### src/hdl/tlar_pkg.sv
package tlar_pkg;

    // fixed register file layout
    localparam int SIZE_REGS  = 4;
    localparam int SIZE_W     = 13;
    localparam int SIZE_SEL_W = 2;
    localparam int NDIM_W     = 3;
    localparam int IDX_W      = 48;
    localparam int CFG_IDX_W  = 3;
    localparam int CFG_DATA_W = 13;

    // parameter defaults
    localparam int DEF_MAX_DIMS  = 4;
    localparam int DEF_DIM_BITS  = 12;
    localparam int DEF_DATA_BITS = 64;

    typedef enum logic [CFG_IDX_W-1:0] {
        REG_DIRECTION = 3'd0,
        REG_NUM_DIMS  = 3'd1,
        REG_DIM0_SIZE = 3'd2,
        REG_DIM1_SIZE = 3'd3,
        REG_DIM2_SIZE = 3'd4,
        REG_DIM3_SIZE = 3'd5
    } cfg_reg_t;

    typedef enum logic {
        DIR_ROW_TO_COL = 1'b0,
        DIR_COL_TO_ROW = 1'b1
    } remap_dir_t;

    // control shared by the counter and the weight chain
    typedef struct packed {
        remap_dir_t          direction;
        logic [NDIM_W-1:0]   n_dims;
    } remap_ctl_t;

endpackage

### src/hdl/tlar_digit_ctr.sv
module tlar_digit_ctr
    import tlar_pkg::*;
#(
    parameter int MAX_DIMS = DEF_MAX_DIMS,
    parameter int DIM_BITS = DEF_DIM_BITS
)
(
    input  logic                                 clk,
    input  logic                                 rst_n,
    input  remap_ctl_t                           ctl,
    input  logic [MAX_DIMS-1:0][DIM_BITS:0]      ext,
    input  logic                                 step,
    output logic [MAX_DIMS-1:0][DIM_BITS-1:0]    digit,
    output logic                                 last
);

    logic [MAX_DIMS-1:0][DIM_BITS-1:0] digit_reg;
    logic [MAX_DIMS-1:0][DIM_BITS-1:0] digit_next;
    logic [MAX_DIMS-1:0][DIM_BITS:0]   inc;
    logic [MAX_DIMS-1:0]               act;
    logic [MAX_DIMS-1:0]               full;
    logic [MAX_DIMS-1:0]               fullx;
    logic [MAX_DIMS-1:0]               cin;

    always_comb
    begin
        logic run;
        for (int k = 0; k < MAX_DIMS; k++)
        begin
            act[k]   = NDIM_W'(k) < ctl.n_dims;
            digit[k] = act[k] ? digit_reg[k] : '0;
            inc[k]   = {1'b0, digit_reg[k]} + (DIM_BITS+1)'(1);
            full[k]  = inc[k] >= ext[k];
            fullx[k] = full[k] || !act[k];
        end
        last = &fullx;

        // carry enters from the fastest digit
        run = 1'b1;
        if (ctl.direction == DIR_ROW_TO_COL)
        begin
            for (int k = MAX_DIMS - 1; k >= 0; k--)
            begin
                cin[k] = run;
                run    = run && fullx[k];
            end
        end
        else
        begin
            for (int k = 0; k < MAX_DIMS; k++)
            begin
                cin[k] = run;
                run    = run && fullx[k];
            end
        end

        for (int k = 0; k < MAX_DIMS; k++)
        begin
            if (!act[k])
                digit_next[k] = '0;
            else if (cin[k] && full[k])
                digit_next[k] = '0;
            else if (cin[k])
                digit_next[k] = inc[k][DIM_BITS-1:0];
            else
                digit_next[k] = digit_reg[k];
        end
    end

    always_ff @(posedge clk or negedge rst_n)
    begin
        if (!rst_n)
            digit_reg <= '0;
        else if (step)
            digit_reg <= digit_next;
    end

endmodule

### src/hdl/tlar_weights.sv
module tlar_weights
    import tlar_pkg::*;
#(
    parameter int MAX_DIMS = DEF_MAX_DIMS,
    parameter int DIM_BITS = DEF_DIM_BITS
)
(
    input  logic                              clk,
    input  logic                              rst_n,
    input  remap_ctl_t                        ctl,
    input  logic [MAX_DIMS-1:0][DIM_BITS:0]   ext,
    input  logic                              cfg_we,
    output logic [MAX_DIMS-1:0][IDX_W-1:0]    weight,
    output logic                              settled
);

    localparam int EW    = DIM_BITS + 1;
    localparam int PW    = IDX_W + EW;
    localparam int SET_W = $clog2(MAX_DIMS + 1);

    logic [MAX_DIMS-1:0][IDX_W-1:0] weight_reg;
    logic [MAX_DIMS-1:0][IDX_W-1:0] weight_next;
    logic [MAX_DIMS-1:0][PW-1:0]    prod;
    logic [SET_W-1:0]               settle_reg;
    logic [SET_W-1:0]               settle_next;

    // position p holds the p-th fastest dimension of the destination
    always_comb
    begin
        int d;
        prod           = '0;
        weight_next[0] = IDX_W'(1);
        for (int p = 1; p < MAX_DIMS; p++)
        begin
            d = (ctl.direction == DIR_ROW_TO_COL) ? (p - 1) : (MAX_DIMS - p);
            prod[p]        = PW'(weight_reg[p-1]) * PW'(ext[d]);
            weight_next[p] = prod[p][IDX_W-1:0];
        end
    end

    always_ff @(posedge clk)
    begin
        weight_reg <= weight_next;
    end

    always_comb
    begin
        if (cfg_we)
            settle_next = SET_W'(MAX_DIMS);
        else if (settle_reg != '0)
            settle_next = settle_reg - SET_W'(1);
        else
            settle_next = settle_reg;
    end

    always_ff @(posedge clk or negedge rst_n)
    begin
        if (!rst_n)
            settle_reg <= SET_W'(MAX_DIMS);
        else
            settle_reg <= settle_next;
    end

    assign weight  = weight_reg;
    assign settled = (settle_reg == '0);

endmodule

### src/hdl/tensor_layout_address_remap_top.sv
// row-major / column-major transpose address generator
// input channel (in_valid/in_ready) takes one element per item in source order;
// output channel (out_valid/out_ready) gives the element's destination index,
// the element bits unchanged and a flag on the final element of the array
// a mixed-radix counter walks the source multi-index and wraps after the last
// element; the destination index is a dot product of the digits with stride
// weights built by a registered multiply chain from the configured extents
// an accepted element passes the input, product and sum registers before
// out_valid rises; one item per cycle while out_ready stays high and the weight
// chain is settled, set by the counter update and the fully pipelined product
// and sum stages
// after reset and after every cfg_we write, in_ready stays low while the
// weight chain settles; configuration writes are always taken
// reset restores direction 0, one dimension and all extents 1, clears the
// counter and empties the pipeline
// when the receiver stalls, each stage holds its item; bubbles still close up,
// so up to three items wait in the block before in_ready drops
module tensor_layout_address_remap_top
    import tlar_pkg::*;
#(
    parameter int MAX_DIMS  = DEF_MAX_DIMS,
    parameter int DIM_BITS  = DEF_DIM_BITS,
    parameter int DATA_BITS = DEF_DATA_BITS
)
(
    input  logic                   clk,
    input  logic                   rst_n,
    // configuration write port
    input  logic                   cfg_we,
    input  logic [CFG_IDX_W-1:0]   cfg_index,
    input  logic [CFG_DATA_W-1:0]  cfg_data,
    // element input
    input  logic                   in_valid,
    output logic                   in_ready,
    input  logic [DATA_BITS-1:0]   element_value,
    // address output
    output logic                   out_valid,
    input  logic                   out_ready,
    output logic [IDX_W-1:0]       dest_index,
    output logic [DATA_BITS-1:0]   moved_value,
    output logic                   last_element
);

    localparam int EW   = DIM_BITS + 1;
    localparam int SW   = (SIZE_W > EW) ? SIZE_W : EW;
    localparam int NLIM = (MAX_DIMS < SIZE_REGS) ? MAX_DIMS : SIZE_REGS;
    localparam int PW   = IDX_W + DIM_BITS;
    localparam logic [SW-1:0] EXT_CAP = SW'(1) << DIM_BITS;

    // configuration registers
    remap_dir_t                          direction_reg;
    logic [NDIM_W-1:0]                   num_dims_reg;
    logic [SIZE_REGS-1:0][SIZE_W-1:0]    size_reg;
    logic [SIZE_SEL_W-1:0]               size_sel;

    remap_ctl_t                          ctl;
    logic [MAX_DIMS-1:0][EW-1:0]         ext;
    logic [MAX_DIMS-1:0][DIM_BITS-1:0]   digit;
    logic                                last;
    logic [MAX_DIMS-1:0][IDX_W-1:0]      weight;
    logic                                settled;

    // pipeline
    logic                                en1;
    logic                                en2;
    logic                                en3;
    logic                                accept;

    logic                                s1_valid_reg;
    logic [MAX_DIMS-1:0][DIM_BITS-1:0]   s1_digit_reg;
    logic [DATA_BITS-1:0]                s1_value_reg;
    logic                                s1_last_reg;

    logic                                s2_valid_reg;
    logic [MAX_DIMS-1:0][IDX_W-1:0]      s2_prod_reg;
    logic [MAX_DIMS-1:0][IDX_W-1:0]      s2_prod_next;
    logic [MAX_DIMS-1:0][PW-1:0]         s2_prod_full;
    logic [DATA_BITS-1:0]                s2_value_reg;
    logic                                s2_last_reg;

    logic                                s3_valid_reg;
    logic [IDX_W-1:0]                    s3_dest_reg;
    logic [IDX_W-1:0]                    s3_dest_next;
    logic [DATA_BITS-1:0]                s3_value_reg;
    logic                                s3_last_reg;

    // register writes; unknown indexes are dropped
    assign size_sel = SIZE_SEL_W'(cfg_index - CFG_IDX_W'(REG_DIM0_SIZE));

    always_ff @(posedge clk or negedge rst_n)
    begin
        if (!rst_n)
        begin
            direction_reg <= DIR_ROW_TO_COL;
            num_dims_reg  <= NDIM_W'(1);
            for (int k = 0; k < SIZE_REGS; k++)
                size_reg[k] <= SIZE_W'(1);
        end
        else if (cfg_we)
        begin
            unique case (cfg_reg_t'(cfg_index)) inside
                REG_DIRECTION:
                    direction_reg <= remap_dir_t'(cfg_data[0]);
                REG_NUM_DIMS:
                    num_dims_reg <= cfg_data[NDIM_W-1:0];
                REG_DIM0_SIZE, REG_DIM1_SIZE, REG_DIM2_SIZE, REG_DIM3_SIZE:
                    size_reg[size_sel] <= cfg_data[SIZE_W-1:0];
                default:
                    ;
            endcase
        end
    end

    // dimension count clamped to 1..NLIM
    always_comb
    begin
        ctl.direction = direction_reg;
        if (num_dims_reg == '0)
            ctl.n_dims = NDIM_W'(1);
        else if (num_dims_reg > NDIM_W'(NLIM))
            ctl.n_dims = NDIM_W'(NLIM);
        else
            ctl.n_dims = num_dims_reg;
    end

    // extents: zero reads as one, oversize saturates, unused dimensions are one
    for (genvar k = 0; k < MAX_DIMS; k++)
    begin : g_ext
        if (k < SIZE_REGS)
        begin : g_sized
            logic [SW-1:0] sz;
            assign sz = SW'(size_reg[k]);
            always_comb
            begin
                if (NDIM_W'(k) >= ctl.n_dims || sz == '0)
                    ext[k] = EW'(1);
                else if (sz > EXT_CAP)
                    ext[k] = EW'(EXT_CAP);
                else
                    ext[k] = EW'(sz);
            end
        end
        else
        begin : g_unsized
            assign ext[k] = EW'(1);
        end
    end

    tlar_digit_ctr #(
        .MAX_DIMS (MAX_DIMS),
        .DIM_BITS (DIM_BITS)
    ) u_digit_ctr (
        .clk   (clk),
        .rst_n (rst_n),
        .ctl   (ctl),
        .ext   (ext),
        .step  (accept),
        .digit (digit),
        .last  (last)
    );

    tlar_weights #(
        .MAX_DIMS (MAX_DIMS),
        .DIM_BITS (DIM_BITS)
    ) u_weights (
        .clk     (clk),
        .rst_n   (rst_n),
        .ctl     (ctl),
        .ext     (ext),
        .cfg_we  (cfg_we),
        .weight  (weight),
        .settled (settled)
    );

    // per-stage advance so bubbles close up under a stall
    assign en3      = !s3_valid_reg || out_ready;
    assign en2      = !s2_valid_reg || en3;
    assign en1      = !s1_valid_reg || en2;
    assign in_ready = en1 && settled;
    assign accept   = in_valid && in_ready;

    // stage 1: digit snapshot and element
    always_ff @(posedge clk or negedge rst_n)
    begin
        if (!rst_n)
            s1_valid_reg <= 1'b0;
        else if (en1)
            s1_valid_reg <= accept;
    end

    always_ff @(posedge clk)
    begin
        if (accept)
        begin
            s1_digit_reg <= digit;
            s1_value_reg <= element_value;
            s1_last_reg  <= last;
        end
    end

    // stage 2: digit times stride, digits taken in destination order
    always_comb
    begin
        int d;
        for (int p = 0; p < MAX_DIMS; p++)
        begin
            d = (direction_reg == DIR_ROW_TO_COL) ? p : (MAX_DIMS - 1 - p);
            s2_prod_full[p] = PW'(s1_digit_reg[d]) * PW'(weight[p]);
            s2_prod_next[p] = s2_prod_full[p][IDX_W-1:0];
        end
    end

    always_ff @(posedge clk or negedge rst_n)
    begin
        if (!rst_n)
            s2_valid_reg <= 1'b0;
        else if (en2)
            s2_valid_reg <= s1_valid_reg;
    end

    always_ff @(posedge clk)
    begin
        if (en2 && s1_valid_reg)
        begin
            s2_prod_reg  <= s2_prod_next;
            s2_value_reg <= s1_value_reg;
            s2_last_reg  <= s1_last_reg;
        end
    end

    // stage 3: sum of the terms, modulo the index width
    always_comb
    begin
        s3_dest_next = '0;
        for (int p = 0; p < MAX_DIMS; p++)
            s3_dest_next = s3_dest_next + s2_prod_reg[p];
    end

    always_ff @(posedge clk or negedge rst_n)
    begin
        if (!rst_n)
            s3_valid_reg <= 1'b0;
        else if (en3)
            s3_valid_reg <= s2_valid_reg;
    end

    always_ff @(posedge clk)
    begin
        if (en3 && s2_valid_reg)
        begin
            s3_dest_reg  <= s3_dest_next;
            s3_value_reg <= s2_value_reg;
            s3_last_reg  <= s2_last_reg;
        end
    end

    assign out_valid    = s3_valid_reg;
    assign dest_index   = s3_dest_reg;
    assign moved_value  = s3_value_reg;
    assign last_element = s3_last_reg;

endmodule

### config.mk
export PLATFORM = sky130hd
export DESIGN_NAME = tensor_layout_address_remap_top
export DESIGN_NICKNAME = d
export VERILOG_FILES = /design/src/hdl/tlar_pkg.sv /design/src/hdl/tlar_digit_ctr.sv /design/src/hdl/tlar_weights.sv /design/src/hdl/tensor_layout_address_remap_top.sv
export SDC_FILE = /design/constraint.sdc
export NUM_CORES = 2
export LEC_CHECK = 0
export BUFFER_PORTS_ARGS = -buffer_cell sky130_fd_sc_hd__buf_2
export CORE_MARGIN = 5
export CORE_UTILIZATION = 40
export CTS_CLUSTER_SIZE = 25
export DETAILED_ROUTE_END_ITERATION = 8
export REMOVE_ABC_BUFFERS = 1
export SETUP_SLACK_MARGIN = 0.3
export SLEW_MARGIN = 20
export SYNTH_ARGS = -nofsm -noshare
export SYNTH_HDL_FRONTEND = slang
export SYNTH_HIERARCHICAL = 1
export SYNTH_SLANG_ARGS = --single-unit
### constraint.sdc
create_clock -name clk -period 17.09 [get_ports clk]
set_input_delay 0.8545 -clock clk [delete_from_list [all_inputs] [get_ports clk]]
set_output_delay 0.8545 -clock clk [all_outputs]
set_load 0.02 [all_outputs]
# After elaboration in Yosys (flattened, before gate mapping)
# Index checks and enable logic that the tools add are counted.
[op_classes]
mux = 53
reduce_logical = 49
mul = 5
eq_ne = 9
n_addsub = 9
n_lt_le_gt_ge = 23
[op_table]
columns = ["operator", "n"]
rows = [
  ["$mux W12", 20],
  ["$mux W13", 15],
  ["$add A48 B48 Y48", 2],
  ["$bmux W12 S2", 4],
  ["$mul A12 B48 Y48", 2],
  ["$bmux W13 S2", 3],
  ["$lt A32 B4 Y1 const B", 2],
  ["$add A12 B1 Y13 const B", 4],
  ["$bwmux W52", 1],
  ["$ge A13 B13 Y1", 4],
  ["$gt A13 B13 Y1 const B", 4],
  ["$logic_not A13 Y1", 4],
  ["$add A12 B48 Y48", 1],
  ["$mul A48 B13 Y48", 1],
  ["$demux W13 S2", 1],
  ["$mul A13 B13 Y26", 1],
  ["$mul A12 B13 Y25", 1],
  ["$reduce_and A2 Y1", 7],
  ["$logic_and A1 B1 Y1", 13],
  ["$mux W3", 4],
  ["$ne A3 B3 Y1 const B", 4],
  ["$logic_or A1 B1 Y1", 11],
  ["$logic_not A3 Y1", 3],
  ["$lt A2 B3 Y1 const B", 3],
  ["18 further kinds", 33],
]
[totals]
in_bits = 85
reg_bits = 666
wordCells = 180
out_inout_bits = 115

# Depth between registers and ports, before layout
[logic_depth]
word_depth = 14
ltp_mapped = 30
mapped_depth_nobuf = 25

# By module
# Netlist, hierarchy kept.
[modules_own_cells]
columns = ["module", "area_per_inst_um2", "cells_per_inst", "instances", "seq_area_each_um2"]
rows = [
  ["tensor_layout_address_remap_top", 81039.0, 8236, 1, 15986.6],
  ["tlar_weights", 19547.5, 2230, 1, 1637.8],
  ["tlar_digit_ctr", 4630.7, 564, 1, 1201.2],
]

# Worst setup path before layout
# No wires, ideal clock.
[synth_path]
path_type = "input-to-reg"
startpoint = "in out_ready"
endpoint = "reg s2_last_reg, enable pin"
required_ns = 16.180
arrival_time_ns = 12.365
n_path_buf = 0
cell_stages = 3
setup_time_ns = 0.910
path_slack_ns = 3.815
cell_sequence = "nand2b_1 nor2_1 nor2b_1"
[synth_via]
elab_chain_len = 3
[synth_lines]
columns = ["item", "line", "source"]
rows = [
  ["start, declared", "tensor_layout_address_remap_top.sv:38", "input logic out_ready,"],
  ["$logic_or A1 B1 Y1", "tensor_layout_address_remap_top.sv:176", "assign en3 = !s3_valid_reg || out_ready;"],
  ["$logic_or A1 B1 Y1", "tensor_layout_address_remap_top.sv:177", "assign en2 = !s2_valid_reg || en3;"],
  ["$logic_and A1 B1 Y1", "tensor_layout_address_remap_top.sv:223", "if (en2 && s1_valid_reg)"],
  ["end signal, assigned", "tensor_layout_address_remap_top.sv:227", "s2_last_reg <= s1_last_reg;"],
  ["end, declared", "tensor_layout_address_remap_top.sv:79", "logic s2_last_reg;"],
]
# Every way passes these cells.
# A chain may end at the register's enable or synchronous reset.

==> run metrics <==
status completed; cts bufs inserted 81; Worst-Skew Late Latency 750 ps; Worst Path Arrival 8450 ps; Worst EP required 17,530 ps; asr flop ratio synth 16.4%; fin nets 13,600; Syn Std Cell Area 0.105 mm^2; Initial Utilization 40.2%; drt first pass iters 6; Worst Path Max Fanout 46; # setup viols final 0; IO Pins 200; vias in the first global route 80,800; layout cells sized above 1 5.95%; Initial DRC Count 5,282; EDFF count, synth 483; most numerous cell in the Yosys netlist inv_1; CP Capture Type flop; crit share post-route 46.9%; Post-CTS Resized 0; relative slew slack 27.9%; post-synthesis sequential area ratio 17.9%; die area 0.273 mm^2; HPWL after DPL 229,000 um; Top delay family on crit path adder cells; CTS H-Tree Depth 3; Final Skew 95.5 ps; worst path buffer plus inverter count 4; synth warn 6; WL per Instance 20.3 um; Worst path slowest cell dfrtp_4; Vias 74,600; initial antenna violation count 19; buffers added on ports 199; core area 0.262 mm^2; placed cells 14,300; Clk pin slew, worst setup/hold paths 70 ps; row cnt 188; Max stage delay on crit path 810 ps; synth cell count leaders 2,321 x inv_1, 2,075 x fa_1, 1,934 x nand2_1, 818 x and2_1, 521 x ha_1; vias per cell 5.16; clk sinks 671; Hold-fix buffers, CTS 0; die height 523 um; Post-CTS Setup Inserts 0; CTS root buf clkbuf_16; Die Wd 523 um; first-pass GRT wire length 467,000 um; max_cap viols 0; DRC viols 0; gr ovfl total 0; Final Hold Viols 0; detailed-route wire length 294,000 um; Final min period 8020 ps; Layout fillers 25,500; CTS max path bufs 3; max FFs per register 192; RSZ-0062 raised after global routing false; HP Class in2async; Crit Path Category reg2reg; P&R area growth vs syn 6.26%; post-route insts no fill 14,500; Overall Global Routing Usage 21.8%; worst path cell trace mux2_2 -> buf_4 -> nand2_1 -> fa_1 -> fa_1 -> inv_1 -> fa_1 -> fa_1 -> inv_1 -> fa_1 -> inv_1 -> ha_1 -> nand2_1 -> or3_1 -> a2111oi_2 -> o211ai_1 -> a21oi_1 -> a211o_1 -> a221oi_4 -> o21ai_2 -> nor2b_1 -> nor2b_1 -> xnor2_1; crit start category flop; setup TNS 0 ps; Avg Cell Area, Syn 9.54 um^2; Yosys top cell area share 39.5%; ys flop type edfxtp_1; #FFs+latches synth 671; Slew @ Worst Pin 1080 ps; most frequent CP cell fa_1; Gate Count Post-Synth 11,000; final slew viol count 0; CTS tree yes; Fmax 125 MHz; largest net degree at the start of global routing 179; Unique masters post-synth 109; GPL Wtd Cong 0.906; Post-DRT Antenna Nets 0; dominant cell type by area after synthesis fa_1; cells taking the most area after synthesis fa_1 39%, edfxtp_1 14%, inv_1 8.3%
logic make-up after synthesis:
family | Yosys count | share of synthesized area (%)
AOI/OAI and AO/OA | 930 | 5.89
xor gates and xnor gates | 372 | 3.10
adders and majority gates | 2598 | 45.7
buffers and inverters | 2962 | 11.0
DFF | 671 | 17.9
muxes | 150 | 1.60
other | 2 | 0.00714
and+or+nand+nor | 3345 | 14.8
per-stage QoR:
stage               setup WS, ps  area [um^2]  utilization [%]  hold slack (ps)
floorplan                   3820       103000                -              400
global placement            9090       109000             41.6              400
detailed placement          9130       109000             41.6              405
CTS                         9120       112000             42.7             14.7
global route                8740       112000             42.7             72.7
finish                      9070       112000             42.7             66.4
layout by cell type (no fill, tap or decap), types with 46 or more instances in the layout:
cell,Yosys,layout
o21ai_0,134,134
a21o_1,145,145
edfxtp_1,483,483
nor2b_1,102,101
a21oi_1,265,265
fa_1,2075,2075
ha_1,521,521
o21ai_1,62,62
buf_2,15,198
nand3_1,91,91
and3_1,46,46
nand2_1,1934,1934
and2_1,818,816
nand2b_1,48,48
nor2_1,165,165
xnor2_1,273,273
clkbuf_16,0,83
conb_1,2,114
xor2_1,99,99
mux2_2,143,142
inv_1,2321,2321
buf_4,115,97
dfrtp_1,104,103
dfxtp_1,78,77
layout make-up:
| type | count | area, um^2 | share of cell area [%] |
|---|---|---|---|
| well taps | 3515 | 4400 | 3.93 |
| flip-flops and latches | 671 | 18800 | 16.8 |
| inverters | 2323 | 8720 | 7.80 |
| clock inverters | 55 | 678 | 0.607 |
| diodes | 5 | 12.5 | 0.0112 |
| clock buffers | 94 | 2160 | 1.93 |
| multi-input cells | 7509 | 75300 | 67.3 |
| repair buffers | 297 | 1750 | 1.57 |
path summary, 6_finish.rpt:
kind | from | to | slack [ps] | cells past startpoint
worst max-delay path | direction_reg | s2_prod_reg[188] | 9070 | 23
worst min-delay path | rst_n | g_ext[3].g_sized.sz[9] | 70 | 1
worst max register to register | direction_reg | s2_prod_reg[188] | 9070 | 23
worst min register to register | s1_value_reg[53] | s2_value_reg[53] | 410 | 0
max in group asynchronous | rst_n | u_digit_ctr/digit_reg[32] | 15850 | 2
min in group clk | element_value[63] | s1_value_reg[63] | 300 | 1
routing by layer:
| metal | global-route usage [%] | wire length, um | share of wire (%) |
|---|---|---|---|
| met4 | 6.30 | 8900 | 3.0 |
| met2 | 36.2 | 141000 | 48 |
| met3 | 3.32 | 20200 | 6.9 |
| met1 | 29.7 | 124000 | 42 |
| met5 | 0 | 44 | 0.015 |
Power is left out: the tool's default activity adds up to more than one toggle a clock period on the data nets, which glitch-free logic cannot reach.
